**src/rolling_vwap_unit_macros.svh**
```systemverilog
// Assertion macros for the rolling VWAP unit RTL.
`ifndef ROLLING_VWAP_UNIT_MACROS_SVH
`define ROLLING_VWAP_UNIT_MACROS_SVH

`ifndef SYNTHESIS

// Implication in the same cycle.
`define RVWAP_ASSERT_NOW(label, clk, rst_n, ante, cons) \
    label: assert property (@(posedge clk) disable iff (!rst_n) (ante) |-> (cons)) \
        else $error("rvwap assertion failed");

// Implication in the following cycle.
`define RVWAP_ASSERT_NEXT(label, clk, rst_n, ante, cons) \
    label: assert property (@(posedge clk) disable iff (!rst_n) (ante) |=> (cons)) \
        else $error("rvwap assertion failed");

`else

`define RVWAP_ASSERT_NOW(label, clk, rst_n, ante, cons)
`define RVWAP_ASSERT_NEXT(label, clk, rst_n, ante, cons)

`endif

`endif

```
**src/rvwap_pkg.sv**
```systemverilog
// Shared constants and types for the rolling VWAP unit.
`timescale 1ns / 1ps
`default_nettype none

package rvwap_pkg;

    localparam int MAX_WINDOW = 256;
    localparam int SLOT_W     = $clog2(MAX_WINDOW);
    localparam int WIN_W      = 9;
    localparam int PRICE_W    = 32;
    localparam int VOL_W      = 24;
    localparam int PROD_W     = PRICE_W + VOL_W;
    localparam int PSUM_W     = 64;
    localparam int VSUM_W     = 32;
    localparam int AVG_W      = 32;
    localparam int DIV_STEPS  = AVG_W;
    localparam int STEP_W     = $clog2(DIV_STEPS);
    localparam int ENTRY_W    = PROD_W + VOL_W;

    typedef struct packed {
        logic accept;
        logic mul;
        logic sub;
        logic add;
        logic dinit;
        logic dstep;
        logic load;
    } cmd_t;

    typedef struct packed {
        logic full;
    } stat_t;

endpackage

`default_nettype wire

```
**src/rvwap_ctrl.sv**
```systemverilog
// Sequencer of the rolling VWAP unit: tick handshake, update steps, divider, result register.
`timescale 1ns / 1ps
`default_nettype none
`include "rolling_vwap_unit_macros.svh"

module rvwap_ctrl (
    input  wire logic             clk,
    input  wire logic             rst_n,
    input  wire logic             tick_valid,
    output logic                  tick_ready,
    input  wire logic             result_ready,
    output logic                  result_valid,
    input  wire rvwap_pkg::stat_t stat,
    output rvwap_pkg::cmd_t       cmd
);

    localparam logic [2:0] S_IDLE  = 3'd0;
    localparam logic [2:0] S_MUL   = 3'd1;
    localparam logic [2:0] S_SUB   = 3'd2;
    localparam logic [2:0] S_ADD   = 3'd3;
    localparam logic [2:0] S_DINIT = 3'd4;
    localparam logic [2:0] S_DIV   = 3'd5;
    localparam logic [2:0] S_DONE  = 3'd6;

    localparam logic [rvwap_pkg::STEP_W-1:0] LAST_STEP =
        rvwap_pkg::STEP_W'(rvwap_pkg::DIV_STEPS - 1);

    logic [2:0]                   state_reg, state_next;
    logic [rvwap_pkg::STEP_W-1:0] step_reg, step_next;
    logic                         valid_reg, valid_next;
    logic                         out_free;

    assign tick_ready   = (state_reg == S_IDLE);
    assign result_valid = valid_reg;
    assign out_free     = !valid_reg || result_ready;

    always_comb
    begin
        state_next = state_reg;
        step_next  = step_reg;
        cmd        = '0;
        unique case (state_reg)
            S_IDLE:
            begin
                if (tick_valid)
                begin
                    cmd.accept = 1'b1;
                    state_next = S_MUL;
                end
            end
            S_MUL:
            begin
                cmd.mul    = 1'b1;
                state_next = S_SUB;
            end
            S_SUB:
            begin
                cmd.sub    = 1'b1;
                state_next = S_ADD;
            end
            S_ADD:
            begin
                cmd.add    = 1'b1;
                state_next = S_DINIT;
            end
            S_DINIT:
            begin
                cmd.dinit  = 1'b1;
                step_next  = '0;
                state_next = stat.full ? S_DIV : S_IDLE;
            end
            S_DIV:
            begin
                cmd.dstep  = 1'b1;
                step_next  = step_reg + 1'b1;
                if (step_reg == LAST_STEP)
                begin
                    state_next = S_DONE;
                end
            end
            S_DONE:
            begin
                if (out_free)
                begin
                    cmd.load   = 1'b1;
                    state_next = S_IDLE;
                end
            end
            default:
            begin
                state_next = S_IDLE;
            end
        endcase
    end

    always_comb
    begin
        if (cmd.load)
        begin
            valid_next = 1'b1;
        end
        else if (result_ready)
        begin
            valid_next = 1'b0;
        end
        else
        begin
            valid_next = valid_reg;
        end
    end

    always_ff @(posedge clk or negedge rst_n)
    begin
        if (!rst_n)
        begin
            state_reg <= S_IDLE;
            step_reg  <= '0;
            valid_reg <= 1'b0;
        end
        else
        begin
            state_reg <= state_next;
            step_reg  <= step_next;
            valid_reg <= valid_next;
        end
    end

    `RVWAP_ASSERT_NOW(a_cmd_onehot, clk, rst_n, 1'b1, $onehot0(cmd))
    `RVWAP_ASSERT_NOW(a_load_free, clk, rst_n, cmd.load, !valid_reg || result_ready)
    `RVWAP_ASSERT_NEXT(a_accept_mul, clk, rst_n, cmd.accept, state_reg == S_MUL)
    `RVWAP_ASSERT_NEXT(a_div_done, clk, rst_n, cmd.dstep && step_reg == LAST_STEP,
                       state_reg == S_DONE)

endmodule

`default_nettype wire

```
**config.mk**
```make
export PLATFORM = sky130hd
export DESIGN_NAME = rvwap_ctrl
export DESIGN_NICKNAME = d
export VERILOG_FILES = /design/src/rvwap_pkg.sv /design/src/rvwap_ctrl.sv
export VERILOG_INCLUDE_DIRS = /design/src /design/src/src
export SDC_FILE = /design/constraint.sdc
export NUM_CORES = 1
export LEC_CHECK = 0
export ABC_AREA = 1
export BUFFER_PORTS_ARGS = -buffer_cell sky130_fd_sc_hd__buf_4
export CORE_AREA = 2 2 39 41
export CTS_BUF_LIST = sky130_fd_sc_hd__clkbuf_16
export DETAILED_ROUTE_END_ITERATION = 12
export DIE_AREA = 0 0 41 43
export SYNTH_ARGS = -nofsm -noshare
export SYNTH_HDL_FRONTEND = slang
export SYNTH_SLANG_ARGS = --single-unit
```
**constraint.sdc**
```tcl
create_clock -name clk -period 3.75 [get_ports clk]
set_input_delay 0.5625 -clock clk [delete_from_list [all_inputs] [get_ports clk]]
set_output_delay 0.5625 -clock clk [all_outputs]
set_load 0.05 [all_outputs]
```
# Word level (Yosys, flattened, before mapping)
# Cells that the tools add are included.
[word_totals]
ff_bits = 9
input_bits = 5
out_inout_bits = 9
[op_classes]
n_addsub = 1
eq_ne = 10
muxes = 17
n_reduce_logical = 6
[ops]
columns = ["cell", "count"]
rows = [
  ["one-hot mux 3 bit (7 select lines)", 1],
  ["two-way mux 3 bit", 4],
  ["two-way mux 1 bit", 11],
  ["one-hot mux 5 bit (2 select lines)", 1],
  ["== test 3 bit, second input constant", 3],
  ["== test 3 x 2 -> 1 bit, second input constant", 2],
  ["!= test 2 bit, second input constant", 3],
  ["adder 5 x 1 -> 5 bit, second input constant", 1],
  ["== test 5 bit, second input constant", 1],
  ["nonzero test 2 bit", 2],
  ["== test 3 x 1 -> 1 bit, second input constant", 1],
  ["logical NOT 3 bit", 1],
  ["AND reduction 3 bit", 1],
  ["logical NOT 1 bit", 1],
  ["logical OR 1 bit", 1],
]

# Longest topological paths before layout
[logic_depth]
depth_word = 5
ltp_mapped = 8
depth_no_buf = 8

# Worst setup path after synthesis
# OpenSTA, ideal clock, no wires.
[synth_timing]
kind = "register -> output"
startpoint = "register state_reg[0]"
endpoint = "output port cmd[6] (netlist name)"
arrival_time_ns = 1.330
path_slack_ns = 1.857
path_stages_with_launch = 5
n_path_buf = 1
path_cell_list = "dfrtp_1 -> buf_6 -> nor2_2 -> nand2_1 -> nor2_1"
[synth_rtl]
columns = ["item", "line", "text"]
rows = [
  ["from (decl)", "rvwap_ctrl.sv:28", "logic [2:0] state_reg, state_next;"],
  ["from (signal assigned)", "rvwap_ctrl.sv:122", "state_reg <= state_next;"],
  ["to (decl)", "rvwap_ctrl.sv:14", "output rvwap_pkg::cmd_t cmd"],
]

==> summary.txt <==
Async SR Flop Fraction -> 1.00
Gr usage total -> 0.149
Die width -> 41 µm
Reg2reg start -> step_reg[0]
Synth cell types -> 19
Reg2Reg Depth -> 8
Commonest cells post-synth -> nand2_1 (15), inv_1 (13), nor2_1 (10), dfrtp_1 (9), o21ai_1 (5)
Ports -> 14
Hold WS -> 0.142 ns
Portion of netlist area occupied by mux cells -> 0
Syn_area_per_cell -> 7.46 µm²
Area added between synthesis and finish -> 30.8%
Number of fillers in the final layout -> 139
Max reg flops -> 5
Total CTS buffers -> 3
Main area contributors after synthesis -> dfrtp_1 (41%), nand2_1 (10%), inv_1 (8.8%), nor2_1 (6.8%), ha_1 (4.5%)
Slew Limit Fails -> 0
Ys flop type -> dfrtp_1
Fin nets -> 96
Final worst slack -> 1.92 ns
GPL Wtd Cong -> 0.793
Initial DRC Count -> 9
Rows -> 14
PD cells -> 947 nW/µm²
Post-CTS Resized -> 0
Leakage -> 0.436 nW
Peak Freq -> 545 MHz
First drt pass iteration count -> 4
CP cell instances -> nand2_1 -> nor2_1 -> inv_1 -> nor2_1 -> buf_4
Final setup skew -> 0.00388 ns
Maximum VDD drop -> 581 µV
Hold-fix buffers, CTS -> 0
H-tree levels -> 1
Critical path's slowest cell -> dfrtp_1
Max-cap violations -> 0
Core area -> 1380 µm²
TritonCTS clock tree -> yes
PortBufs -> 13
Register-to-register setup slack -> 2.31 ns
Post-Synth Simple-Gate Area -> 0.247
Worst skew pair latency -> 0.24 ns
CTS Buffer Depth -> 2
Initial antenna violation count -> 0
Core Util, Final -> 0.522
Crit-path max cell delay -> 0.48 ns
Reg clk slew, reported paths -> 0.04 ns
Worst hold-check path type -> in -> async
Total Wirelength -> 1.07 mm
Syn. warnings -> 0
Outcome -> finished clean
Vias/cell -> 4.62
Main combinational cell family by area after synthesis -> simple AND/OR/NAND/NOR gates
ANT nets after route -> 0
Tmin final -> 1.83 ns
Starting Density -> 0.399
Clk sink count -> 9
FF-to-FF End -> state_reg[2]
Cell area after synthesis -> 552 µm²
Yosys top cell area share -> 0.408
Max-slew headroom -> 0.799
Post-synth EDFFs -> 0
CP required -> 3.19 ns
Sequential share of the synthesized area -> 0.408
Mapped Nets -> 81
Pin count of the biggest net entering global routing -> 10
Synth area leader -> dfrtp_1
Number of synthesized register bits -> 9
Post-Synth Adder-Cell Area -> 0.0454
Setup Crit Path Kind -> reg -> out
DR vias -> 480
Crit share post-route -> 0.489
Top cell by count, worst path -> nor2_1
Global route overflow -> 0
Ant. Diodes -> 0
Post-CTS Setup Bufs -> 0
Wire per inst -> 10.3 µm
Final setup fails -> 0
Die height -> 43 µm
Synth Area in Compound Gates -> 0.120
Via count of the first global-routing pass -> 421
XOR/XNOR share of the synthesized area -> 0.0159
Worst slack at placement -> 2.14 ns
Detailed placer's ending HPWL -> 816 µm
Most common cell in the netlist -> nand2_1
Worst Path Max Fanout -> 8
Synth Instances -> 74
Slew @ Worst Pin -> 0.301 ns
WP data arrival -> 1.27 ns
RSZ-0062 raised after global routing -> no
Crit end category -> output port
CP startpoint kind -> flop
Setup TNS -> 0 ns
Root Buffer -> clkbuf_16
DIE AREA -> 1760 µm²
Layout cell share with drive strength beyond 1 -> 0.250
First-pass GRT wire length -> 1.74 mm
# DRC -> 0
Final Hold Viols -> 0
[cells in the final DEF (no fill, tap or decap)]
cell / instances
xor2_1: 1
ha_1: 2
nor2_1: 10
nor2_2: 1
o21ai_1: 5
clkbuf_16: 3
buf_4: 13
nand3_2: 1
dfrtp_1: 9
a22o_1: 2
nand4_1: 1
inv_1: 14
inv_2: 3
o31ai_1: 1
nand2_1: 15
a21oi_1: 1
nand3_1: 4
clkinv_1: 1
o21bai_2: 1
[logic make-up (layout without fill, tap and decap cells)]
family / count (synthesis) / in the layout
AOI/OAI and AO/OA: 10 / 10
xor gates and xnor gates: 1 / 1
adders and majority gates: 2 / 2
buffers and inverters: 20 / 34
DFF: 9 / 9
and+or+nand+nor: 32 / 32
[metrics by stage]
step / std cells / cell area, µm² / power [W]
floorplan: 74 / 552 / 0.000429
global placement: 100 / 643 / 0.000497
detailed placement: 100 / 643 / 0.000498
CTS: 104 / 722 / 0.000689
global route: 104 / 722 / 0.000726
finish: 104 / 722 / 0.000683
[worst max-delay path, delay by kind of cell (launching register included)]
| family | cells | cell delay (ns) |
|---|---|---|
| flip-flops | 1 | 0.48 |
| AND/OR/NAND/NOR | 3 | 0.29 |
| buffers and inverters | 2 | 0.27 |
[power breakdown]
part           leakage [nW]  total [W]  switching (W)  internal, W
sequential            0.119   0.000167      0.0000418     0.000125
clock                0.0423   0.000189      0.0000494     0.000140
combinational         0.274   0.000328       0.000227     0.000101
total                 0.436   0.000683       0.000318     0.000365
[area by class of cell]
| class | count | area [µm²] | share of cell area |
|---|---|---|---|
| clock buffer | 3 | 75.1 | 0.104 |
| clock inverter | 1 | 3.75 | 0.00520 |
| inverter | 17 | 63.8 | 0.0884 |
| multi-input combinational | 45 | 236 | 0.328 |
| sequential | 9 | 225 | 0.312 |
| tap | 16 | 20.0 | 0.0277 |
| timing repair buffer | 13 | 97.6 | 0.135 |
[per-layer routing]
metal	part of all wire	GRT usage	vias up
met5	0	0	-
met4	0	0.0200	0
met3	0.061	0.0785	0
met2	0.46	0.206	13
met1	0.47	0.209	212
li1	-	-	255
[worst max-delay path by stage]
stage                             from  endpoint  slack [ns]  cells after the start
after detailed placement  result_ready    cmd[0]        2.14                      4
after global placement    result_ready    cmd[0]        2.14                      4
after CTS                 state_reg[2]    cmd[0]        1.92                      5
after floorplan           state_reg[0]    cmd[6]        1.86                      4
final                     state_reg[2]    cmd[0]        1.92                      5
after global routing      state_reg[2]    cmd[0]        1.81                      5
Power figures use the tool's default switching activity.
